$ cat config.mk
export PLATFORM = sky130hd
export DESIGN_NAME = bbps_word_ram
export DESIGN_NICKNAME = d
export VERILOG_FILES = /design/src/design/bbps_pkg.sv /design/src/design/bbps_word_ram.sv
export SDC_FILE = /design/constraint.sdc
export NUM_CORES = 2
export LEC_CHECK = 0
export BUFFER_PORTS_ARGS = -buffer_cell sky130_fd_sc_hd__buf_2
export CORE_ASPECT_RATIO = 1.4
export CORE_MARGIN = 8
export CORE_UTILIZATION = 51
export CTS_CLUSTER_DIAMETER = 120
export DETAILED_ROUTE_END_ITERATION = 10
export MAX_ROUTING_LAYER = met4
export PLACE_DENSITY = 0.68
export SLEW_MARGIN = 20
export SYNTH_ARGS = -nofsm -noshare
export SYNTH_HDL_FRONTEND = slang
export SYNTH_SLANG_ARGS = --single-unit
export TNS_END_PERCENT = 50
$ cat constraint.sdc
create_clock -name clk_i -period 2.4 [get_ports clk_i]
set_input_delay 0.12 -clock clk_i [delete_from_list [all_inputs] [get_ports clk_i]]
set_output_delay 0.12 -clock clk_i [all_outputs]
set_load 0.01 [all_outputs]
$ cat src/design/bbps_pkg.sv
// Shared types and constants of the bucket bitmap priority set.
// No dependencies; imported by every other file of the block.
package bbps_pkg;

  localparam int unsigned NumBuckets = 16;
  localparam int unsigned BucketW    = 4;
  localparam int unsigned ValueRange = 256;
  localparam int unsigned MemberW    = 8;
  localparam int unsigned WordW      = 32;
  localparam int unsigned BitW       = 5;
  localparam int unsigned Words      = (ValueRange + WordW - 1) / WordW;
  localparam int unsigned WordIdxW   = 3;
  localparam int unsigned LwW        = WordIdxW + 1;
  localparam int unsigned AddrW      = BucketW + WordIdxW;
  localparam int unsigned LowW       = 9;
  localparam int unsigned Depth      = NumBuckets * Words;

  localparam logic [LwW-1:0]  LwEmpty  = LwW'(Words);
  localparam logic [LowW-1:0] LowEmpty = LowW'(ValueRange);

  // request action codes; the fourth code is unused
  localparam logic [1:0] ActToggle = 2'd0;
  localparam logic [1:0] ActLowest = 2'd1;
  localparam logic [1:0] ActPeek   = 2'd2;

  typedef struct packed {
    logic [1:0]         action;
    logic [BucketW-1:0] bucket;
    logic [MemberW-1:0] member;
  } req_t;

  typedef struct packed {
    logic               now_present;
    logic [BucketW-1:0] bucket_out;
    logic [LowW-1:0]    lowest_member;
    logic               all_empty;
  } rsp_t;

endpackage

$ cat src/design/bbps_word_ram.sv
// Bitmap word store: one write port, one registered read port.
// Per-entry valid bits make every word read as zero after reset. Uses bbps_pkg.
module bbps_word_ram (
  input  logic                        clk_i,
  input  logic                        rst_ni,
  input  logic                        we_i,
  input  logic [bbps_pkg::AddrW-1:0]  waddr_i,
  input  logic [bbps_pkg::WordW-1:0]  wdata_i,
  input  logic [bbps_pkg::AddrW-1:0]  raddr_i,
  output logic [bbps_pkg::WordW-1:0]  rdata_o
);
  import bbps_pkg::*;

  logic [WordW-1:0] mem [Depth];
  logic [Depth-1:0] vld_q;
  logic [WordW-1:0] rdata_q;
  logic             rvld_q;

  always_ff @(posedge clk_i) begin
    if (we_i) begin
      mem[waddr_i] <= wdata_i;
    end
    rdata_q <= mem[raddr_i];
  end

  always_ff @(posedge clk_i or negedge rst_ni) begin
    if (!rst_ni) begin
      vld_q  <= '0;
      rvld_q <= 1'b0;
    end else begin
      if (we_i) begin
        vld_q[waddr_i] <= 1'b1;
      end
      rvld_q <= vld_q[raddr_i];
    end
  end

  assign rdata_o = rvld_q ? rdata_q : '0;

endmodule

==> metrics <==
sw frac a little over a fifth; GRT Overall Usage 27.2%; DRT Pass-1 Iters 6; post-route setup slack -248 ps; row cnt about 240; gpl congestion 0.865; Final #Nets approximately 7000; Comb pwr share 6.3%; Max Cap Viol 0; clk slew on worst S/H paths roughly 70 ps; register share of total power 54.3%; RSZ-0062 raised after global routing yes; most frequent cells in the layout 4096 x edfxtp_1, 1386 x mux4_2, 382 x clkbuf_16, 312 x buf_12, 311 x buf_4; IO Port Bufs 80; First DRT Iteration DRCs approximately 11000; critical path data required time 3180 ps; area delta synth->final 16.5%; P_sw between 0.03 and 0.04 W; largest net degree at the start of global routing between 100 and 150; chip height 682 microns; post-route ant nets 0; CTS Sinks roughly 4300; Final Slew Violations 0; reg-to-reg slack, setup -250 ps; Worst Hold Class input port to register; cell area after layout 188000 sq um; Tmin final 2650 ps; worst skew pair latency a little over 900 ps; Distinct cells, synth 21; Setup Skew 47.4 ps; CTS tree done; crit path max fanout 3; Fin. Hold Viols 0; Worst Tran Pin Value between 1000 and 1500 ps; crit path DAT roughly 3400 ps; I/O pin count 81; vias in the first global route 77800; syn nets approximately 6400; P_leak about 60 nW; dpl hpwl around 260 mm; post-synthesis sequential area ratio 78.5%; endpoints failing setup 32; WL final 446 mm; vias approximately 76000; internal power 0.119 W; Core Box Area 315000 sq um; VDD IR max around 0.8 mV; syn_area_per_cell 25.4 sq um; first-pass GRT wire length ~600 mm; drt drc 0; period utilization 110%; clk buf depth 4; leading cell type in the layout, fill and taps excluded edfxtp_1; outcome finished, violations left; crit start category register; synthesized flop and latch total 4257; Wirelength per Cell 38.2 microns; Root Buffer clkbuf_16; total global routing overflow 0; via/cell ratio 6.51; CP Capture Type register; kind of critical path register to register; Clk network pwr share 39.4%; Rel. slew slack 29.6%; CTS buffer count 375; f_max ~380 MHz; layout cell share with drive strength beyond 1 38.2%; pwr dens 807 nW/um^2; Yosys warning count 0; synthesized area 162000 sq um; DIE AREA 336000 sq um; failing checks setup timing; CTS H-tree depth 5; Total Neg Setup Slack -4780 ps; post-layout util 59.7%; Initial Utilization 51.3%; antenna violations before repair 70; Die X 492 microns; Post-DP Area 175000 sq um; Post-Syn Instances 6353
## cell type report
class,instances,area [sq um]
inverter,5,18.8
sequential,4257,127000
timing repair buffer,724,9420
multi-input combinational,1746,34400
tap,4182,5230
clock inverter,205,2020
fill,21100,127000
antenna,100,250
clock buffer,476,10100
## worst max-delay path: stages (launching register included)
cell	delay, ps
edfxtp_1	370
mux4_2	490
mux4_2	650
mux4_2	690
mux2_2	330
## sequential cells by signal (all words and copies together), names as in the netlist
name,count
mem,4096
vld_q,128
rvld_q,1
rdata_q,32
## power by group through the flow
stage	Sequential [W]	Combinational, W	Clock (W)
detailed placement	0.0841	0.00945	0
global placement	0.0841	0.00927	0
floorplan	0.0838	0.00452	0
global route	0.0826	0.00984	0.0631
finish	0.0826	0.00953	0.0599
CTS	0.0825	0.00963	0.0606
## kinds of logic after synthesis
kind of cell	synth area share, %
buf+inv	0.890
flops	78.5
compound gates	0.302
simple gates	0.790
mux	19.5
## cells in the mapped netlist
cell | count | area [sq um]
edfxtp_1 | 4096 | 123000
mux4_2 | 1386 | 31200
clkbuf_1 | 201 | 754
nor2_1 | 131 | 492
dfrtp_1 | 129 | 3230
buf_2 | 94 | 470
o21bai_1 | 65 | 488
or2_2 | 63 | 394
buf_1 | 49 | 184
mux2_2 | 33 | 372
and2_1 | 32 | 200
dfxtp_1 | 32 | 641
nand2_1 | 13 | 48.8
nand3_1 | 9 | 45.0
inv_1 | 5 | 18.8
nand3b_1 | 4 | 30.0
nor2b_1 | 4 | 25.0
nand4_1 | 3 | 18.8
or3b_2 | 2 | 17.5
buf_6 | 1 | 11.3
or3_1 | 1 | 6.26
## metal layers
metal  vias to the layer above  track usage, %  wire [microns]
li1                      29300               -               -
met1                     41600            32.7          151000
met2                      4401            43.8          223000
met3                       889            4.80           42100
met4                         0            16.0           31000
met5                         -               -               0
## repair_timing
item                       4_1_cts  5_1_grt
pin swaps                        0        0
cloned                           0        0
setup endpoints to repair       32       43
setup buffers                    0        0
resized for setup               23        3
hold endpoints to repair      3258        0
hold buffers                    55        0
## stage by stage
step / instances / total power [W] / hold WS [ps] / setup slack (ps)
6_report: 11700 / 0.152 / 94.8 / -248
5_1_grt: 11700 / 0.156 / 86.5 / -263
4_1_cts: 11600 / 0.153 / 59.1 / -243
3_5_place_dp: 10900 / 0.0936 / 165 / -873
3_3_place_gp: 10900 / 0.0934 / 157 / -864
2_1_floorplan: 6353 / 0.0883 / -176 / -349
## path summary, 6_finish.rpt
path / startpoint / end / cells after the start
worst max-delay path: mem[85][6] / rdata_q[6] / 4
worst min-delay path: wdata_i[6] / mem[44][6] / 2
worst max register to register: mem[85][6] / rdata_q[6] / 4
worst min register to register: vld_q[85] / vld_q[85] / 1
max in group asynchronous: rst_ni / vld_q[12] / 4
min in group asynchronous: rst_ni / vld_q[70] / 4
No activity file was read; power rests on OpenSTA's default activity.
