## config.mk

```make
export PLATFORM = sky130hd
export DESIGN_NAME = bbps_ffs
export DESIGN_NICKNAME = d
export VERILOG_FILES = /design/src/design/bbps_pkg.sv /design/src/design/bbps_ffs.sv
export SDC_FILE = /design/constraint.sdc
export NUM_CORES = 1
export LEC_CHECK = 0
export ABC_CLOCK_PERIOD_IN_PS = 4100
export BUFFER_PORTS_ARGS = -buffer_cell sky130_fd_sc_hd__buf_2
export CORE_AREA = 10 10 47 49
export DETAILED_ROUTE_END_ITERATION = 8
export DIE_AREA = 0 0 57 59
export GPL_TIMING_DRIVEN = 0
export PLACE_DENSITY = 0.65
export SKIP_LAST_GASP = 1
export SYNTH_ARGS = -nofsm -noshare
export SYNTH_HDL_FRONTEND = slang
export SYNTH_SLANG_ARGS = --single-unit
```

## constraint.sdc

```tcl
create_clock -name vclk -period 4.1
set_input_delay 0.41 -clock vclk [all_inputs]
set_output_delay 0.41 -clock vclk [all_outputs]
set_load 0.01 [all_outputs]
```

## src/design/bbps_pkg.sv

```systemverilog
// Shared types and constants of the bucket bitmap priority set.
// No dependencies; imported by every other file of the block.
package bbps_pkg;

  localparam int unsigned NumBuckets = 16;
  localparam int unsigned BucketW    = 4;
  localparam int unsigned ValueRange = 256;
  localparam int unsigned MemberW    = 8;
  localparam int unsigned WordW      = 32;
  localparam int unsigned BitW       = 5;
  localparam int unsigned Words      = (ValueRange + WordW - 1) / WordW;
  localparam int unsigned WordIdxW   = 3;
  localparam int unsigned LwW        = WordIdxW + 1;
  localparam int unsigned AddrW      = BucketW + WordIdxW;
  localparam int unsigned LowW       = 9;
  localparam int unsigned Depth      = NumBuckets * Words;

  localparam logic [LwW-1:0]  LwEmpty  = LwW'(Words);
  localparam logic [LowW-1:0] LowEmpty = LowW'(ValueRange);

  // request action codes; the fourth code is unused
  localparam logic [1:0] ActToggle = 2'd0;
  localparam logic [1:0] ActLowest = 2'd1;
  localparam logic [1:0] ActPeek   = 2'd2;

  typedef struct packed {
    logic [1:0]         action;
    logic [BucketW-1:0] bucket;
    logic [MemberW-1:0] member;
  } req_t;

  typedef struct packed {
    logic               now_present;
    logic [BucketW-1:0] bucket_out;
    logic [LowW-1:0]    lowest_member;
    logic               all_empty;
  } rsp_t;

endpackage

```

## src/design/bbps_ffs.sv

```systemverilog
// Find-first-set over one bitmap word, as a five-level halving tree.
// Shared by zero tests and lowest-member lookup. Uses bbps_pkg.
module bbps_ffs (
  input  logic [bbps_pkg::WordW-1:0] word_i,
  output logic                       zero_o,
  output logic [bbps_pkg::BitW-1:0]  pos_o
);
  import bbps_pkg::*;

  logic [15:0] w16;
  logic [7:0]  w8;
  logic [3:0]  w4;
  logic [1:0]  w2;

  always_comb begin
    pos_o[4] = ~|word_i[15:0];
    w16      = pos_o[4] ? word_i[31:16] : word_i[15:0];
    pos_o[3] = ~|w16[7:0];
    w8       = pos_o[3] ? w16[15:8] : w16[7:0];
    pos_o[2] = ~|w8[3:0];
    w4       = pos_o[2] ? w8[7:4] : w8[3:0];
    pos_o[1] = ~|w4[1:0];
    w2       = pos_o[1] ? w4[3:2] : w4[1:0];
    pos_o[0] = ~w2[0];
    zero_o   = ~|word_i;
  end

endmodule

```

==> results of run 1 <==
==> logic make-up (layout without fill, tap and decap cells) <==
group,count (synthesis),count (layout)
simple gates,16,16
compound gates,24,24
buf+inv,3,41
==> report_power, final <==
part           switching (mW)  total [mW]  leakage (nW)  internal (mW)
logic                  0.0175      0.0367         0.261         0.0192
clock network               0           0             0              0
registers                   0           0             0              0
total                  0.0175      0.0367         0.261         0.0192
==> final timing paths <==
check	to	cells past startpoint	slack, ns	from
worst max-delay path	pos_o[0]	9	1.32	word_i[5]
worst min-delay path	zero_o	4	1.15	word_i[31]
==> final cells by class <==
cell class | instances | area share [%]
well taps | 16 | 3.604
inverters | 2 | 1.351
repair buffers | 38 | 34.23
multi-input cells | 40 | 58.78
plain buffers | 1 | 2.027
==> cell usage after synthesis (all sizes together) <==
cell type  number
nor4            8
a211o           1
a211oi          1
nand3           1
a21o            2
a21oi          10
a221oi          1
nand2           1
a311oi          1
or4             6
buf             1
o21ai           4
inv             2
o21a            2
a221o           1
a41o            1
==> through the flow <==
step | worst slack (ns) | util [%] | instance area [um^2] | hold WS (ns) | power, mW
3_3_place_gp | 1.304 | 39.64 | 555.5 | 1.149 | 0.03646
5_1_grt | 1.190 | 39.64 | 555.5 | 1.168 | 0.04085
3_5_place_dp | 1.319 | 39.64 | 555.5 | 1.153 | 0.03685
4_1_cts | 1.296 | 39.64 | 555.5 | 1.154 | 0.03707
6_report | 1.325 | 39.64 | 555.5 | 1.148 | 0.03670
2_1_floorplan | 1.560 | - | 345.3 | 0.9530 | 0.01380
==> per-layer routing <==
| layer | share of wire [%] | track usage [%] |
|---|---|---|
| met1 | 43 | 8.649 |
| met2 | 49 | 14.88 |
| met3 | 7.8 | 2.146 |
| met4 | 0 | 0 |
| met5 | 0 | 0 |
==> critical path: cells and delay by family <==
family / cells / cell delay, ns
AOI/OAI and AO/OA: 4 / 0.51
buffers and inverters: 3 / 0.45
and+or+nand+nor: 2 / 0.99
==> impl_metrics.tcl, run 1 <==
set metrics [dict create \
    totalNegativeSetupSlack_ns 0 \
    dieWidth_um 57 \
    finalHoldViolations 0 \
    multi_input_area_um2 326.6 \
    cp-start-kind "input port" \
    die_height_um 59 \
    p_per_area_nw_per_um2 66.06 \
    relSlewSlack_pct 59.62 \
    clkbuf_count 0 \
    syn_area_um2 345.3 \
    wl_per_cell_um 15.02 \
    grt_max_degree 11 \
    nFillCells 162 \
    port_buffers 38 \
    num_rows 14 \
    area_growth_pct 60.87 \
    stdcell_count 97 \
    placed_cells 97 \
    crit_chain "buf_2 -> or4_4 -> nor4_4 -> buf_6 -> a21oi_1 -> o21ai_0 -> a21oi_1 -> o21a_1 -> buf_2" \
    critPathRequiredTime_ns 3.69 \
    synthCells 43 \
    drive_gt1_share_pct 62.96 \
    synth_top_area_share_pct 14.49 \
    synth_mux_area_share_pct 0 \
    viasPerCell 5.526 \
    hold_class "input port to output pin" \
    rsz0062_at_grt "no" \
    place_hpwl_mm 1.351 \
    grt.overflow.total 0 \
    nets 115 \
    final_cell_mix "buf_2 (38), a21oi_1 (10), nor4_1 (5)" \
    drtAntennaViolNets 0 \
    p_leak_nw 0.2608 \
    synth_compound_area_share_pct 52.17 \
    drt-initial-drc-count 2 \
    grt_pass1_wl_mm 2.332 \
    antenna_found_initial 0 \
    synthXorXnorAreaFrac_pct 0 \
    drv_slew 0 \
    die-area_um2 3363 \
    grt_use_total_pct 7.729 \
    io_pins 38 \
    grt_pass1_vias 577 \
    setup_viol 0 \
    drc 0 \
    cts_resized 0 \
    fin_crit_sh_pct 67.69 \
    final_common_cell "buf_2" \
    ff_latch_area_um2 0 \
    routed_wl_mm 1.457 \
    diodes 0 \
    postCtsHoldBufs 0 \
    final.min_clock_period_ns 2.775 \
    dr_total_vias 536 \
    ys.warnings.count 0 \
    synth_largest_area_cell "a21oi_1" \
    place_congestion 0.7842 \
    ys_seq_area_share_pct 0 \
    synthSimpleGateAreaFrac_pct 42.39 \
    synth.distinct_cells 22 \
    max_freq_mhz 360.3 \
    initial_utilization_pct 24.64 \
    drv_cap 0 \
    peakVddDrop_uv 19.38 \
    core_area_um2 1401 \
    postCtsSetupRepairBufs 0 \
    avgSynthCellArea_um2 8.031 \
    arrival_ns 2.37 \
    status "finished, final reports clean" \
    crit_type "input port to output pin" \
    synth_area_leaders "a21oi_1 (14%), or4_4 (13%), nor4_1 (9.1%)" \
    crit_path_top_delay_cell "or4_4" \
    seq_cells 0 \
    slowest_delay_ns 0.56 \
    drt_first_pass_iters 4 \
    synth_fp_nets 75 \
    synth_top_family_by_area "compound AO/OA/AOI/OAI gates" \
    worst_pin_slew_ns 0.6002 \
    critPathMaxFanout 10 \
    synthAdderAreaFrac_pct 0 \
    cp-end-kind "output pin" \
]
No activity file was read; power rests on OpenSTA's default activity.
==> run 2, diff against run 1 <==
Settings changed: ABC_CLOCK_PERIOD_IN_PS 4100 to 2310, PLACE_DENSITY 0.65 to 0.67.
Clock period 4.1 ns to 2.31 ns, I/O delays scaled along.
==> run 2 against run 1 <==
The flow now finishes with violations (negative setup slack). Routed wire length increased by 13%. Critical path depth fell by 1. Power is 100% higher. Final cell count grew 6.2%. Die area unchanged. Via count grew 3.9%. Sequential cell count did not move. Utilization rose by 5.8 points. Global-route usage up 1.0 points. Critical endpoint unchanged. Highest routed layer unchanged.
==> impl_metrics.tcl, run 2 (same netlist as run 1, synthesis figures left out) <==
set metrics [dict create \
    status "finished, violations left" \
    violations "negative setup slack" \
    place_hpwl_mm 1.380 \
    cp-start-kind "input port" \
    placed_cells 97 \
    seq_cells 0 \
    viasPerCell 5.408 \
    switching_share_pct 47.94 \
    switchingPower_mw 0.03521 \
    place_congestion 0.8155 \
    finalHoldViolations 0 \
    port_buffers 38 \
    drt-initial-drc-count 2 \
    core_area_um2 1401 \
    p_per_area_nw_per_um2 115.3 \
    relSlewSlack_pct 67.93 \
    setup_viol 2 \
    io_pins 38 \
    grt_max_degree 8 \
    use_met2_pct 17.83 \
    postCtsHoldBufs 0 \
    multi_input_area_um2 350.3 \
    hold_depth 4 \
    peakVddDrop_uv 39.66 \
    hold_start "word_i[31]" \
    final_common_cell "buf_2" \
    die-area_um2 3363 \
    cp-end-kind "output pin" \
    area_growth_pct 84.42 \
    min_to "zero_o" \
    drv_slew 0 \
    drc 0 \
    arrival_ns 2.15 \
    grt.overflow.total 0 \
    crit_type "input port to output pin" \
    initial_utilization_pct 24.64 \
    pwr-share-comb_pct 100.0 \
    max_freq_mhz 420.7 \
    use_met3_pct 2.361 \
    sequentialPowerShare_pct 0 \
    critPathMaxFanout 4 \
    fin_crit_sh_pct 102.9 \
    total_power_mw 0.07345 \
    worst_pin_slew_ns 0.4770 \
    grt_pass1_vias 620 \
    stdcell_count 103 \
    grt_use_total_pct 8.761 \
    nets 121 \
    drive_gt1_share_pct 68.97 \
    diodes 0 \
    drv_cap 0 \
    wl_per_cell_um 15.96 \
    drt_first_pass_iters 4 \
    final_cell_mix "buf_2 (36), a21oi_1 (10), buf_4 (6)" \
    p_leak_nw 0.3000 \
    pwr-share-clk_pct 0 \
    clkbuf_count 0 \
    dr_total_vias 557 \
    setup_ws_ns -0.06706 \
    drtAntennaViolNets 0 \
    busiest_layer "met2" \
    antenna_found_initial 0 \
    final.min_clock_period_ns 2.377 \
    grt_use_met1_pct 8.994 \
    routed_wl_mm 1.644 \
    nFillCells 151 \
    dieWidth_um 57 \
    die_height_um 59 \
    hold_class "input port to output pin" \
    grt_pass1_wl_mm 2.587 \
    critPathRequiredTime_ns 2.08 \
    num_rows 14 \
    rsz0062_at_grt "yes" \
    power.internal_mw 0.03824 \
    ff_latch_area_um2 0 \
]
run 2: cell count changes in the layout (fill, tap and decap cells not counted):
cell | previous run | this run
nor4_1 | 5 | 4
buf_2 | 38 | 36
a211oi_1 | 1 | 0
a211oi_2 | 0 | 1
o21ai_2 | 0 | 1
buf_6 | 1 | 3
buf_4 | 0 | 6
o21ai_0 | 3 | 2
nor4_4 | 1 | 2
run 2: stage by stage:
step | setup TNS [ns] | hold WS [ns] | worst slack [ns] | cell area (um^2) | utilization [%]
detailed placement | -0.1838 | 0.7920 | -0.1253 | 555.5 | 39.64
global route | -0.2511 | 0.8168 | -0.1339 | 636.9 | 45.45
CTS | -0.04425 | 0.7920 | -0.04045 | 636.9 | 45.45
finish | -0.1028 | 0.7891 | -0.06706 | 636.9 | 45.45
global placement | -0.1600 | 0.7891 | -0.1070 | 555.5 | 39.64
floorplan | 0 | 0.5950 | 0.1282 | 345.3 | -
run 2: final cells by class:
type,instances,area share [%]
plain buffers,1,1.768
multi-input cells,40,55.01
well taps,16,3.143
repair buffers,44,38.90
inverters,2,1.179
run 2: metal layers:
layer / share of wire [%] / routed length (um) / vias up
met2: 53 / 876 / 18
met3: 7.0 / 115 / 0
met1: 40 / 653 / 259
li1: - / - / 280
met4: 0 / 0 / 0
met5: 0 / 0 / -
run 2: power by group through the flow:
stage	Clock [mW]	Sequential (mW)	Combinational, mW
floorplan	0	0	0.0245
global placement	0	0	0.0647
detailed placement	0	0	0.0659
CTS	0	0	0.0727
global route	0	0	0.0798
finish	0	0	0.0735
run 2: critical path: stages:
cell	delay (ns)
buf_6	0.09
or4_4	0.57
a211o_1	0.34
a311oi_4	0.35
a221o_1	0.26
a21oi_1	0.06
o21a_1	0.10
buf_2	0.13
run 2: worst max path at each step:
stage | start | to | slack, ns
after floorplan | word_i[5] | pos_o[1] | 0.13
after global placement | word_i[5] | pos_o[0] | -0.11
after detailed placement | word_i[5] | pos_o[0] | -0.13
after CTS | word_i[15] | pos_o[0] | -0.04
after global routing | word_i[24] | pos_o[0] | -0.13
final | word_i[15] | pos_o[0] | -0.07
run 2: timing repair:
action	in CTS	in global routing
buffers inserted	6	0
pin swaps	8	3
resized for setup	7	0
setup endpoints to repair	2	3
gates cloned	0	0
==> run 3, diff against run 2 <==
Settings changed: REMOVE_ABC_BUFFERS set to 1.
==> run 3 against run 2 <==
The flow still finishes with violations (negative setup slack). Count of clock-buffer cells in the layout did not move. Worst hold slack got worse by 0.0075 ns. Via count grew 1.6%. Final cell count up 2.9%. Die area is the same. Critical path depth stayed put. Maximum frequency up 1.6%. Utilization rose by 2.3 points. Critical path type unchanged. Critical endpoint unchanged.
==> impl_metrics.tcl, run 3 (same netlist as run 1, synthesis figures left out) <==
set metrics [dict create \
    switching_share_pct 46.05 \
    pwr-share-clk_pct 0 \
    max_freq_mhz 427.3 \
    drc 0 \
    grt_max_degree 9 \
    critPathMaxFanout 4 \
    preCtsSetupSlack_ns -0.3474 \
    wl_per_cell_um 15.42 \
    core_area_um2 1401 \
    place_area_um2 544.3 \
    critical_path_buf_inv_count 2 \
    status "finished, violations left" \
    critPathMostFrequentCell "buf_2" \
    crit_type "input port to output pin" \
    sequentialPowerShare_pct 0 \
    grt_use_total_pct 8.934 \
    crit_chain "buf_2 -> or4_4 -> a211o_1 -> a311oi_4 -> a221o_1 -> a21oi_1 -> o21a_1 -> buf_2" \
    drv_slew 0 \
    area_growth_pct 93.84 \
    crit_family "compound AO/OA/AOI/OAI gates" \
    setup_ws_ns -0.03022 \
    drt-initial-drc-count 1 \
    grt_use_met1_pct 9.231 \
    cp-end-kind "output pin" \
    place_hpwl_mm 1.342 \
    use_met2_pct 18.60 \
    antenna_found_initial 0 \
    dr_total_vias 566 \
    port_buffers 38 \
    final_common_cell "buf_2" \
    diodes 0 \
    initial_utilization_pct 24.64 \
    num_rows 14 \
    place_congestion 0.7658 \
    fin_crit_sh_pct 101.3 \
    final.min_clock_period_ns 2.340 \
    violations "negative setup slack" \
    crit_path_top_delay_cell "or4_4" \
    drt_first_pass_iters 4 \
    setup_viol 1 \
    ff_latch_area_um2 0 \
    die_height_um 59 \
    total_power_mw 0.07747 \
    grt_pass1_vias 627 \
    fin_util_pct 47.77 \
    busiest_layer "met2" \
    placed_cells 96 \
    drtAntennaViolNets 0 \
    stdcell_area_um2 669.4 \
    grt.overflow.total 0 \
    totalNegativeSetupSlack_ns -0.03022 \
    p_leak_nw 0.3168 \
    die-area_um2 3363 \
    clkbuf_count 0 \
    io_pins 38 \
    seq_cells 0 \
    relSlewSlack_pct 67.96 \
    finalHoldViolations 0 \
    postCtsHoldBufs 0 \
    final_cell_mix "buf_2 (35), a21oi_1 (10), buf_4 (9)" \
    viasPerCell 5.340 \
    nets 124 \
    switchingPower_mw 0.03568 \
    peakVddDrop_uv 45.25 \
    slowest_delay_ns 0.57 \
    worst_pin_slew_ns 0.4766 \
    nFillCells 145 \
    hold_class "input port to output pin" \
    routed_wl_mm 1.635 \
    rsz0062_at_grt "yes" \
    grt_pass1_wl_mm 2.615 \
    stdcell_count 106 \
    use_met3_pct 1.931 \
    cp-start-kind "input port" \
    pwr-share-comb_pct 100.0 \
    drv_cap 0 \
    power.internal_mw 0.04179 \
    holdWs_ns 0.7816 \
    p_per_area_nw_per_um2 115.7 \
    arrival_ns 2.11 \
    critPathRequiredTime_ns 2.08 \
    dieWidth_um 57 \
    drive_gt1_share_pct 71.11 \
]
[run 3: per-layer routing]
layer	wire, um	vias to the layer above
met5	0	-
li1	-	284
met3	111	2
met2	865	23
met4	21	0
met1	637	257
[run 3: final timing paths]
check	startpoint	endpoint	slack, ns	depth (start not counted)
hold / removal	word_i[31]	zero_o	0.78	4
setup / recovery	word_i[8]	pos_o[0]	-0.03	8
[run 3: worst min-delay path, cell delays in order]
cell and delay [ns]:
buf_2 0.07, or4_1 0.09, nor4_1 0.04, buf_2 0.13
[run 3: timing repair]
action	CTS	global route
pin swaps	9	2
buffers inserted	10	0
gates resized for setup	9	1
endpoints found under the setup margin	3	2
[run 3: final cells by class]
cell class                 count  area, um^2  share of cell area (%)
inverter                       2       7.507                   1.121
multi-input combinational     40       354.1                   52.90
tap                           16       20.02                   2.991
timing repair buffer          48       287.8                   42.99
[run 3: power groups by stage]
stage	Combinational, mW	Sequential, mW	Clock (mW)
after floorplan	0.0245	0	0
after global placement	0.0646	0	0
after detailed placement	0.0657	0	0
after CTS	0.0768	0	0
after global routing	0.0849	0	0
final	0.0775	0	0
